[config.mk]
export PLATFORM = sky130hd
export DESIGN_NAME = byte_stream_tokenizer
export DESIGN_NICKNAME = d
export VERILOG_FILES = /design/src/hw/rtl/bst_pkg.sv /design/src/hw/rtl/bst_core.sv /design/src/hw/rtl/bst_queue.sv /design/src/hw/rtl/byte_stream_tokenizer.sv
export VERILOG_INCLUDE_DIRS = /design/src /design/src/hw/rtl
export SDC_FILE = /design/constraint.sdc
export NUM_CORES = 1
export LEC_CHECK = 0
export BUFFER_PORTS_ARGS = -buffer_cell sky130_fd_sc_hd__buf_2
export CAP_MARGIN = 30
export CORE_MARGIN = 10
export CORE_UTILIZATION = 64
export CTS_BUF_LIST = sky130_fd_sc_hd__clkbuf_4 sky130_fd_sc_hd__clkbuf_8
export CTS_CLUSTER_DIAMETER = 150
export CTS_CLUSTER_SIZE = 40
export DETAILED_ROUTE_END_ITERATION = 7
export PLACE_DENSITY = 0.83
export SYNTH_ARGS = -nofsm -noshare
export SYNTH_HDL_FRONTEND = slang
export SYNTH_SLANG_ARGS = --single-unit
[constraint.sdc]
create_clock -name clk_i -period 4.7 [get_ports clk_i]
set_clock_uncertainty 0.15 [all_clocks]
set_input_delay 0.94 -clock clk_i [delete_from_list [all_inputs] [get_ports clk_i]]
set_output_delay 0.94 -clock clk_i [all_outputs]
set_load 0.005 [all_outputs]
[src/hw/rtl/byte_stream_tokenizer_assert.svh]
// Assertion macros for the byte stream tokenizer.
`ifndef BYTE_STREAM_TOKENIZER_ASSERT_SVH
`define BYTE_STREAM_TOKENIZER_ASSERT_SVH

// Check a property on every rising edge outside reset.
`define BST_ASSERT(label, prop, msg) \
  label: assert property (@(posedge clk_i) disable iff (!rst_ni) (prop)) else $error(msg);

// Check that a trigger is followed on the next edge by a consequence.
`define BST_ASSERT_NEXT(label, trig, cons, msg) \
  label: assert property (@(posedge clk_i) disable iff (!rst_ni) (trig) |=> (cons)) \
    else $error(msg);

`endif

[src/hw/rtl/bst_pkg.sv]
package bst_pkg;

  // Default width of the position counter.
  localparam int unsigned PositionBitsDef = 16;

  // Depth of the token queue in front of the output channel.
  localparam int unsigned QueueDepth = 4;

  typedef enum logic [2:0] {
    MODE_IDLE   = 3'd0,
    MODE_IDENT  = 3'd1,
    MODE_NUMBER = 3'd2,
    MODE_EQ     = 3'd3,
    MODE_HALT   = 3'd4
  } mode_e;

  typedef enum logic [3:0] {
    TOK_IDENT  = 4'd0,
    TOK_INT    = 4'd1,
    TOK_EQUALS = 4'd2,
    TOK_ARROW  = 4'd3,
    TOK_LPAREN = 4'd4,
    TOK_RPAREN = 4'd5,
    TOK_LBRACE = 4'd6,
    TOK_RBRACE = 4'd7,
    TOK_COLON  = 4'd8,
    TOK_COMMA  = 4'd9,
    TOK_LT     = 4'd10,
    TOK_GT     = 4'd11,
    TOK_SEMI   = 4'd12,
    TOK_EOF    = 4'd13,
    TOK_ERROR  = 4'd14
  } tok_e;

  // Byte codes the classifier looks for.
  localparam logic [7:0] ChNul   = 8'h00;
  localparam logic [7:0] ChTab   = 8'h09;
  localparam logic [7:0] ChLf    = 8'h0A;
  localparam logic [7:0] ChCr    = 8'h0D;
  localparam logic [7:0] ChSpace = 8'h20;
  localparam logic [7:0] ChEq    = 8'h3D;
  localparam logic [7:0] ChGt    = 8'h3E;

  typedef struct packed {
    tok_e        ttype;
    logic [15:0] start;
    logic [15:0] len;
    logic        last;
  } tok_t;

  // Up to two tokens produced by one byte, in output order.
  typedef struct packed {
    logic v0;
    logic v1;
    tok_t t0;
    tok_t t1;
  } tok_pair_t;

  typedef struct packed {
    mode_e mode;
  } core_stat_t;

  function automatic logic is_letter(logic [7:0] c);
    return c inside {[8'h41:8'h5A], [8'h61:8'h7A]};
  endfunction

  function automatic logic is_digit(logic [7:0] c);
    return c inside {[8'h30:8'h39]};
  endfunction

  function automatic logic is_blank(logic [7:0] c);
    return c inside {ChCr, ChLf, ChSpace, ChTab};
  endfunction

  // Single-byte punctuation: valid flag in the top bit, token type below.
  function automatic logic [4:0] punct_lookup(logic [7:0] c);
    logic [4:0] r;
    case (c)
      8'h28:   r = {1'b1, TOK_LPAREN};
      8'h29:   r = {1'b1, TOK_RPAREN};
      8'h7B:   r = {1'b1, TOK_LBRACE};
      8'h7D:   r = {1'b1, TOK_RBRACE};
      8'h3A:   r = {1'b1, TOK_COLON};
      8'h2C:   r = {1'b1, TOK_COMMA};
      8'h3C:   r = {1'b1, TOK_LT};
      8'h3E:   r = {1'b1, TOK_GT};
      8'h3B:   r = {1'b1, TOK_SEMI};
      default: r = {1'b0, TOK_ERROR};
    endcase
    return r;
  endfunction

endpackage

[src/hw/rtl/bst_core.sv]
module bst_core #(
  parameter int unsigned POSITION_BITS = bst_pkg::PositionBitsDef
) (
  input  logic                clk_i,
  input  logic                rst_ni,
  input  logic                step_i,
  input  logic [7:0]          ch_i,
  output bst_pkg::tok_pair_t  toks_o,
  output bst_pkg::core_stat_t stat_o
);
  import bst_pkg::*;

  mode_e                    mode_q, mode_d;
  logic [15:0]              run_start_q, run_start_d;
  logic [15:0]              run_len_q, run_len_d;
  logic [POSITION_BITS-1:0] pos_q, pos_d;
  logic [POSITION_BITS-1:0] pos_inc;
  logic [15:0]              pos16;
  logic [15:0]              run_len_inc;
  logic                     pre_v, byte_v, handle_byte;
  tok_t                     pre_tok, byte_tok;
  logic [4:0]               punct;

  // Saturating increments
  assign pos_inc     = (&pos_q) ? pos_q : pos_q + POSITION_BITS'(1);
  assign run_len_inc = (&run_len_q) ? run_len_q : run_len_q + 16'd1;
  assign punct       = punct_lookup(ch_i);

  // Position seen through a 16-bit saturating window
  if (POSITION_BITS > 16) begin : g_pos_wide
    assign pos16 = (|pos_q[POSITION_BITS-1:16]) ? 16'hFFFF : pos_q[15:0];
  end else begin : g_pos_narrow
    assign pos16 = 16'(pos_q);
  end

  // Extend or close any open run or pending '='; a byte not used up by that is classified as in idle
  always_comb begin
    mode_d      = mode_q;
    run_start_d = run_start_q;
    run_len_d   = run_len_q;
    pos_d       = pos_q;
    pre_v       = 1'b0;
    pre_tok     = '{ttype: TOK_IDENT, start: run_start_q, len: run_len_q, last: 1'b0};
    byte_v      = 1'b0;
    byte_tok    = '{ttype: TOK_ERROR, start: pos16, len: 16'd1, last: 1'b0};
    handle_byte = 1'b0;

    case (mode_q)
      MODE_IDENT, MODE_NUMBER: begin
        if (is_digit(ch_i) || (mode_q == MODE_IDENT && is_letter(ch_i))) begin
          run_len_d = run_len_inc;
          pos_d     = pos_inc;
        end else begin
          pre_v         = 1'b1;
          pre_tok.ttype = (mode_q == MODE_IDENT) ? TOK_IDENT : TOK_INT;
          mode_d        = MODE_IDLE;
          handle_byte   = 1'b1;
        end
      end
      MODE_EQ: begin
        pre_v  = 1'b1;
        mode_d = MODE_IDLE;
        if (ch_i == ChGt) begin
          pre_tok.ttype = TOK_ARROW;
          pre_tok.len   = 16'd2;
          pos_d         = pos_inc;
        end else begin
          pre_tok.ttype = TOK_EQUALS;
          pre_tok.len   = 16'd1;
          handle_byte   = 1'b1;
        end
      end
      MODE_IDLE: handle_byte = 1'b1;
      default: ;
    endcase

    if (handle_byte) begin
      if (ch_i == ChNul) begin
        byte_v         = 1'b1;
        byte_tok.ttype = TOK_EOF;
        byte_tok.len   = 16'd0;
        pos_d          = '0;
      end else if (is_blank(ch_i)) begin
        pos_d = pos_inc;
      end else if (is_letter(ch_i) || is_digit(ch_i) || ch_i == ChEq) begin
        mode_d      = is_letter(ch_i) ? MODE_IDENT :
                      (is_digit(ch_i) ? MODE_NUMBER : MODE_EQ);
        run_start_d = pos16;
        run_len_d   = 16'd1;
        pos_d       = pos_inc;
      end else if (punct[4]) begin
        byte_v         = 1'b1;
        byte_tok.ttype = tok_e'(punct[3:0]);
        pos_d          = pos_inc;
      end else begin
        byte_v = 1'b1;
        mode_d = MODE_HALT;
      end
    end
  end

  // Order the tokens and mark the final one
  always_comb begin
    toks_o    = '0;
    toks_o.v0 = step_i && (pre_v || byte_v);
    toks_o.v1 = step_i && pre_v && byte_v;
    toks_o.t0 = pre_v ? pre_tok : byte_tok;
    toks_o.t1 = byte_tok;
    toks_o.t0.last = !(pre_v && byte_v);
    toks_o.t1.last = 1'b1;
  end

  assign stat_o.mode = mode_q;

  // Advance state on each processed byte
  always_ff @(posedge clk_i or negedge rst_ni) begin
    if (!rst_ni) begin
      mode_q      <= MODE_IDLE;
      run_start_q <= '0;
      run_len_q   <= '0;
      pos_q       <= '0;
    end else if (step_i) begin
      mode_q      <= mode_d;
      run_start_q <= run_start_d;
      run_len_q   <= run_len_d;
      pos_q       <= pos_d;
    end
  end

endmodule

[src/hw/rtl/bst_queue.sv]
module bst_queue (
  input  logic               clk_i,
  input  logic               rst_ni,
  input  bst_pkg::tok_pair_t toks_i,
  output logic               room_o,
  output logic [$clog2(bst_pkg::QueueDepth):0] level_o,
  output logic               valid_o,
  input  logic               ready_i,
  output bst_pkg::tok_t      tok_o
);
  import bst_pkg::*;

  localparam int unsigned PtrW = $clog2(QueueDepth);
  localparam int unsigned CntW = PtrW + 1;

  tok_t            mem_q [QueueDepth];
  logic [PtrW-1:0] wr_ptr_q, wr_ptr_d, rd_ptr_q, rd_ptr_d, wr_ptr_nxt;
  logic [CntW-1:0] cnt_q, cnt_d;
  logic            pop;

  assign wr_ptr_nxt = wr_ptr_q + PtrW'(1);
  assign pop        = valid_o && ready_i;
  assign valid_o    = cnt_q != '0;
  assign room_o     = cnt_q <= CntW'(QueueDepth - 2);
  assign level_o    = cnt_q;
  assign tok_o      = mem_q[rd_ptr_q];

  // Pointer and fill bookkeeping
  always_comb begin
    wr_ptr_d = wr_ptr_q + PtrW'(toks_i.v0) + PtrW'(toks_i.v1);
    rd_ptr_d = rd_ptr_q + PtrW'(pop);
    cnt_d    = cnt_q + CntW'(toks_i.v0) + CntW'(toks_i.v1) - CntW'(pop);
  end

  always_ff @(posedge clk_i or negedge rst_ni) begin
    if (!rst_ni) begin
      wr_ptr_q <= '0;
      rd_ptr_q <= '0;
      cnt_q    <= '0;
    end else begin
      wr_ptr_q <= wr_ptr_d;
      rd_ptr_q <= rd_ptr_d;
      cnt_q    <= cnt_d;
    end
  end

  // Store up to two tokens per cycle
  always_ff @(posedge clk_i) begin
    if (toks_i.v0) begin
      mem_q[wr_ptr_q] <= toks_i.t0;
    end
    if (toks_i.v1) begin
      mem_q[wr_ptr_nxt] <= toks_i.t1;
    end
  end

endmodule

[src/hw/rtl/byte_stream_tokenizer.sv]
// Byte stream tokenizer.
// Slave channel: one source byte per word on s_axis_tdata_i; byte 0 ends the
// text. Master channel: one token per word, with type, start position and
// length; tlast marks the final token caused by one source byte.
// An accepted byte waits in the input register, is classified by the core and
// its tokens are written to the token queue, which drives the master side.
// Throughput: one byte per cycle while the token queue has room. A byte that
// closes an identifier, number or pending '=' and also makes a token of its
// own yields two tokens, which the single-word master side sends one after the
// other; the four-entry token queue absorbs this and holds tready low only
// while fewer than two entries are free.
// Reset clears the mode, position and run counters and empties the queue.
// When the receiver stalls, tokens wait in the queue and the input register
// holds its byte; tready falls once the queue cannot take two more tokens.
// After an error token every byte is taken and dropped until reset.
module byte_stream_tokenizer #(
  parameter int unsigned POSITION_BITS = bst_pkg::PositionBitsDef
) (
  input  logic        clk_i,
  input  logic        rst_ni,
  input  logic        s_axis_tvalid_i,
  output logic        s_axis_tready_o,
  input  logic [7:0]  s_axis_tdata_i,   // [7:0] ch
  output logic        m_axis_tvalid_o,
  input  logic        m_axis_tready_i,
  output logic [39:0] m_axis_tdata_o,   // [3:0] token_type, [19:4] start_pos,
                                        // [35:20] length, [39:36] zero
  output logic        m_axis_tlast_o
);
  import bst_pkg::*;

`include "byte_stream_tokenizer_assert.svh"

  logic                              in_valid_q;
  logic [7:0]                        in_byte_q;
  logic                              room, step;
  logic [$clog2(QueueDepth):0]       level;
  tok_pair_t                         toks;
  core_stat_t                        stat;
  tok_t                              out_tok;

  assign step            = in_valid_q && room;
  assign s_axis_tready_o = !in_valid_q || room;

  // Input register
  always_ff @(posedge clk_i or negedge rst_ni) begin
    if (!rst_ni) begin
      in_valid_q <= 1'b0;
    end else if (s_axis_tready_o) begin
      in_valid_q <= s_axis_tvalid_i;
    end
  end

  always_ff @(posedge clk_i) begin
    if (s_axis_tready_o && s_axis_tvalid_i) begin
      in_byte_q <= s_axis_tdata_i;
    end
  end

  bst_core #(
    .POSITION_BITS(POSITION_BITS)
  ) u_core (
    .clk_i (clk_i),
    .rst_ni(rst_ni),
    .step_i(step),
    .ch_i  (in_byte_q),
    .toks_o(toks),
    .stat_o(stat)
  );

  bst_queue u_queue (
    .clk_i  (clk_i),
    .rst_ni (rst_ni),
    .toks_i (toks),
    .room_o (room),
    .level_o(level),
    .valid_o(m_axis_tvalid_o),
    .ready_i(m_axis_tready_i),
    .tok_o  (out_tok)
  );

  assign m_axis_tdata_o = {4'd0, out_tok.len, out_tok.start, out_tok.ttype};
  assign m_axis_tlast_o = out_tok.last;

  `BST_ASSERT(a_level_bound, level <= ($clog2(QueueDepth) + 1)'(QueueDepth),
    "token queue overflow")
  `BST_ASSERT(a_pair_order, !toks.v1 || toks.v0, "second token without first")
  `BST_ASSERT(a_halt_silent, !(stat.mode == MODE_HALT && toks.v0),
    "token produced while halted")
  `BST_ASSERT_NEXT(a_halt_sticky, stat.mode == MODE_HALT, stat.mode == MODE_HALT,
    "left halted mode without reset")

endmodule

Word level (Yosys, flattened, before mapping)
Memories as Yosys holds them, arrays and structs flattened.
Index checks and enable logic that the tools add are counted.

word-level totals
  register bits after elaboration = 67
  latch bits = 0
  bits in writable memories = 148
  ROM bits = 0
  input bits = 12
  logic and storage cells = 124
  memories = 1

cells by class
  add/sub/neg operators = 9
  multiply operators = 0
  div/mod/pow operators = 0
  magnitude comparators = 7
  equal/unequal tests = 17
  shift operators = 0
  multiplexer cells = 52
  bitwise logic cells = 2
  reductions and logical operators = 27

memory list
  name           depth  bits a word  read ports  clocked after Yosys merged registers in  wr ports  RTL line         source
  u_queue.mem_q  4      37           1           0                                        2         bst_queue.sv:16  tok_t mem_q [QueueDepth];

operators with widths
  kind                   count
  $mux 16                17
  $eq 8x6->1 const B     9
  $pmux 5 s9             1
  $mux 37                1
  $add 16x1->16 const B  2
  $pmux 16 s2            1
  $reduce_and 16->1      2
  $eq 8x4->1 const B     3
  $mux 4                 6
  $mux 3                 7
  $eq 8x7->1 const B     2
  $ge 8x7->1 const B     2
  $le 8x7->1 const B     2
  $mux 1                 14
  $logic_and 1x1->1      11
  $ge 8x6->1 const B     1
  $le 8x6->1 const B     1
  $logic_not 8->1        1
  $pmux 4 s2             1
  $add 2x1->2            3
  $add 3x1->3            2
  $eq 3x2->1 const B     2
  $pmux 3 s2             1
  $logic_or 1x1->1       5
  15 further kinds       17

Depth between registers and ports, before layout
  depth in word-level cells = 14
  mapped depth = 14
  gate-level depth less buffers = 10

Modules after synthesis
Synthesis repeated with hierarchy kept, for this count alone.

second synthesis, totals
  cell total of the unflattened synthesis = 865
  area, all modules = 11726.2 um2

by module, submodules not included
  module                 instances  cells each  area each (um2)
  bst_queue              1          393         7659.8
  bst_core               1          454         3732.3
  byte_stream_tokenizer  1          18          334.1

Worst setup path before layout
Ideal clock, no wire load.

  path type = reg-to-reg
  start = reg in_byte_q[1]
  end = reg u_queue.cnt_q[2] (netlist: u_queue.level_o[2])
  arrival = 3.382 ns
  required time = 4.427 ns
  setup slack = 1.046 ns
  stages on the path, launching flop included = 14
  path buffers = 3
  period minus slack after synthesis = 3.654 ns
  cell sequence = edfxtp_1 buf_6 nor4_4 a2bb2oi_2 a22o_1 a211oi_4 buf_6 buf_4 o21ai_0 ha_1 inv_1 fa_1 fa_1 xnor2_1

between the ends
  cells in the longest elaborated chain, start to end = 14
  elaborated cells on any way between the ends = 37
  classes of those cells = 3 x add/sub; 6 x order compare; 6 x eq/ne; 8 x mux; 14 x reduce/logical

ends and longest elaborated chain
  what                                             RTL line                     source
  start, declared                                  byte_stream_tokenizer.sv:35  logic [7:0] in_byte_q;
  start signal, assigned                           byte_stream_tokenizer.sv:56  in_byte_q <= s_axis_tdata_i;
  $ge 8x7->1 / $le 8x7->1 (equally long branches)  bst_pkg.sv:64                return c inside {[8'h41:8'h5A], [8'h61:8'h7A]};
  $logic_and 1x1->1                                bst_pkg.sv:64
  $reduce_bool 2->1                                bst_pkg.sv:64
  $logic_or 1x1->1 (2 in a row)                    bst_core.sv:85               end else if (is_letter(ch_i) || is_digit(ch_i) || ch_i == ChEq) begin
  $mux 1                                           bst_core.sv:85
  $mux 1                                           bst_core.sv:83               end else if (is_blank(ch_i)) begin
  $mux 1                                           bst_core.sv:78               if (ch_i == ChNul) begin
  $mux 1                                           bst_core.sv:77               if (handle_byte) begin
  $logic_or 1x1->1                                 bst_core.sv:105              toks_o.v0 = step_i && (pre_v || byte_v);
  $logic_and 1x1->1                                bst_core.sv:105
  $add 3x1->3                                      bst_queue.sv:32              cnt_d = cnt_q + CntW'(toks_i.v0) + CntW'(toks_i.v1) - CntW'(pop);
  $add 3x1->3 (*)                                  bst_queue.sv:32
  $sub 3x1->3 (*)                                  bst_queue.sv:32
  net u_queue.cnt_d[2]                             bst_queue.sv:18              logic [CntW-1:0] cnt_q, cnt_d;
  end signal, assigned                             bst_queue.sv:43              cnt_q <= cnt_d;
  end, declared                                    bst_queue.sv:18

Mark *: on every way through the listed nets, which the timed path passes. The rest lies on a longest branch.
A chain may end at the register's enable or synchronous reset.

Worst setup path after layout
Same ends and word-level chain as after synthesis.

==> key figures <==
Outcome
  • Status: finished, final reports clean

STA
  • Minimum clock period: 3.765 ns
  • Period utilization: 80.10%
  • Final hold slack: 0.1913 ns
  • Slew margin rel.: 38.60%
  • Setup_tns: 0 ns
  • Least-Margin Pin Slew: 0.9210 ns
  • Final setup viols: 0
  • Slew Viols, Final: 0
  • Max Freq: 265.6 MHz
  • Unrepaired setup endpoints after global routing: false
  • Final Hold Fails: 0

Drt
  • DRC Markers: 0
  • Vias per inst: 6.964
  • Iteration-0 DRC Markers: 921
  • Final WL: 25470 µm
  • Drt first pass iters: 5
  • Wirelength per Cell: 22.54 µm
  • Via count: 7869
  • ANT nets after route: 0

Worst setup path
  • Crit path required time: 4.95 ns
  • CP Class: reg2reg
  • Crit path capture type: register
  • R2R setup slack: 0.94 ns
  • Critical path startpoint category: register
  • Max stage delay on crit path: 0.70 ns
  • Critical Path AT: 4.02 ns
  • Reg2reg end: u_queue.level_o[2]
  • Critical Path, Cell by Cell: nor4_4, a2bb2oi_2, a21o_1, a211oi_4, o21ai_0, ha_1, inv_1, fa_1, fa_1, xnor2_1
  • End of the critical path: u_queue.level_o[2]
  • Worst Path Max Fanout: 17
  • Worst r2r src: in_byte_q[1]
  • Setup crit start: in_byte_q[1]
  • FF-to-FF path depth: 10
  • CP max stage cell: edfxtp_1
  • Most frequent CP cell: fa_1

Yosys
  • EDFF count, synth: 92
  • Mapped Cells: 897
  • Flops & latches, synth: 215
  • Seq/Total Area, Yosys: 50.69%
  • Syn_area_per_cell: 12.14 µm²
  • Largest cells by area after synthesis: edfxtp_1, dfrtp_1, dfxtp_1, mux4_2, a22o_1
  • Mapped Area: 10890 µm²
  • Async SR Flop Fraction: 27.44%
  • Leading area contributor after synthesis: edfxtp_1
  • Share of the synthesized area in the top cell type: 25.37%
  • Yosys cell types: 87
  • Dominant synthesized flop cell: edfxtp_1
  • Synth warn: 0

Clocking
  • Root buffer cell: clkbuf_8
  • Clock buffer count from CTS: 9
  • # Post-CTS Setup Buffers: 0
  • CTS tree: yes
  • CTS sink cnt: 215
  • H-tree depth: 1
  • Worst skew pair latency: 0.54 ns
  • Post_cts resized: 0
  • Clk slew on worst S/H paths: 0.23 ns
  • Clock Tree Buf Depth: 3
  • # hold bufs at CTS: 0

Placement
  • Placed Cells incl. Taps: 1116
  • Hpwl dp: 17150 µm
  • Final RePlAce weighted congestion: 0.9040
  • IO buf count: 50

Global routing
  • Initial antenna violation count: 0
  • Grt ovf: 0
  • Vias in the first global route: 7692
  • Largest net degree at the start of global routing: 42
  • GRT Total Usage: 22.48%
  • First-pass GRT wire length: 41260 µm

Pwr
  • IR drop worst, VDD: 395.3 µV
  • Leak pwr: 4.010 nW
  • P per Cell Area: 370.6 nW/µm²

Floorplanning
  • Die area: 22630 µm²
  • Die height: 150.4 µm
  • Initial Utilization: 65.44%
  • Site Rows: 47
  • IO Pins: 55
  • Placeable Area: 16640 µm²
  • DIE WIDTH: 150.4 µm

Run
  • Max-cap check violation count: 0

Cells and area
  • Layout cell share with drive strength beyond 1: 19.45%
  • Final std cells w/o fill: 1130
  • Area grow syn2layout: 4.481%
  • Final nets: 928
  • # diodes: 0

Hold path
  • HP Class: in2async
-- worst max-delay path: cells and delay by family (launching register included) --
family | cells | cell delay (ns)
adder cells (fa/ha/maj) | 3 | 1.09
AO/OA/AOI/OAI | 4 | 1.03
flip-flops | 1 | 0.70
AND/OR/NAND/NOR | 1 | 0.48
XOR/XNOR | 1 | 0.14
buffers and inverters | 1 | 0.05
-- synth_stat cells (all sizes together) (11+ instances only) --
cell type / n
nor2: 46
o2bb2ai: 61
nand2: 58
xnor2: 15
dfrtp: 59
a211oi: 11
mux2: 16
mux4: 37
a21oi: 27
nand3: 29
clkbuf: 30
dfxtp: 64
inv: 21
nor3: 21
o21ai: 25
a22o: 68
buf: 49
edfxtp: 92
-- metal layers --
metal / GRT usage, % / vias up / part of all wire, %
met4: 5.005 / 0 / 1.7
li1: - / 3533 / -
met2: 36.04 / 398 / 47
met1: 31.30 / 3895 / 42
met5: 0 / - / 0
met3: 4.112 / 43 / 9.0
-- stage by stage --
stage               instance area, µm²  util (%)  setup WS [ns]  total power [mW]
finish                           11380     68.37         0.9355             4.217
CTS                              11370     68.33         0.9655             4.231
detailed placement               11190     67.27          1.059             3.497
floorplan                        10900         -          1.046             3.128
global placement                 11190     67.27          1.157             3.459
global route                     11380     68.37         0.7002             4.425
-- area by class of cell --
type                            instances  area [µm²]
Clock inverter                          1       30.03
Sequential cell                       215        5522
Timing Repair Buffer                   76       445.4
Clock buffer                           12       146.4
Multi-Input combinational cell        585        4881
Tap cell                              220       275.3
Fill cell                            1159        5264
Inverter                               21       78.83
-- logic make-up after synthesis --
group / count (synthesis) / share of synthesized area [%]
adders and majority gates: 8 / 1.126
DFF: 215 / 50.69
xor gates and xnor gates: 16 / 1.287
muxes: 56 / 9.582
buffers and inverters: 100 / 4.665
AOI/OAI and AO/OA: 270 / 21.47
other: 1 / 0.03443
and+or+nand+nor: 231 / 11.14
-- placed cells by master, fill, tap and decap left out, drive strengths merged, types with 11 or more instances in the layout --
cell type,synthesis,final
edfxtp,92,92
buf,49,76
a22o,68,68
dfxtp,64,64
o2bb2ai,61,61
dfrtp,59,59
nand2,58,58
nor2,46,46
mux4,37,37
nand3,29,29
a21oi,27,27
o21ai,25,25
inv,21,21
nor3,21,21
mux2,16,16
xnor2,15,15
clkbuf,30,12
a211oi,11,11
-- report_power, final --
| group | total (mW) | leakage, nW | internal, mW | switching [mW] |
|---|---|---|---|---|
| combinational | 1.16 | 1.80 | 0.536 | 0.628 |
| sequential | 2.30 | 2.12 | 2.06 | 0.243 |
| clock | 0.754 | 0.0899 | 0.216 | 0.538 |
| total | 4.22 | 4.01 | 2.81 | 1.41 |
-- sequential cells by signal (all words and copies together) (netlist names) --
name and flops:
u_core.stat_o 3, u_core.run_len_q 16, in_byte_q 8, u_core.run_start_q 16
u_queue.wr_ptr_q 2, u_core.pos16 16, in_valid_q 1, u_queue.rd_ptr_q 2
u_queue.level_o 3, u_queue.mem_q 148
-- worst min-delay path by stage --
stage	slack [ns]	cells past startpoint	from	endpoint
6_report	0.19	1	rst_ni	u_core.run_len_q[2]
5_1_grt	0.20	1	rst_ni	u_core.run_len_q[4]
4_1_cts	0.19	1	rst_ni	u_core.run_len_q[2]
3_5_place_dp	0.29	2	u_queue.mem_q[3][0]	u_queue.mem_q[3][0]
3_3_place_gp	0.29	2	u_queue.mem_q[3][0]	u_queue.mem_q[3][0]
2_1_floorplan	0.27	2	u_queue.mem_q[3][0]	u_queue.mem_q[3][0]
(Power assumes the default switching activity.)
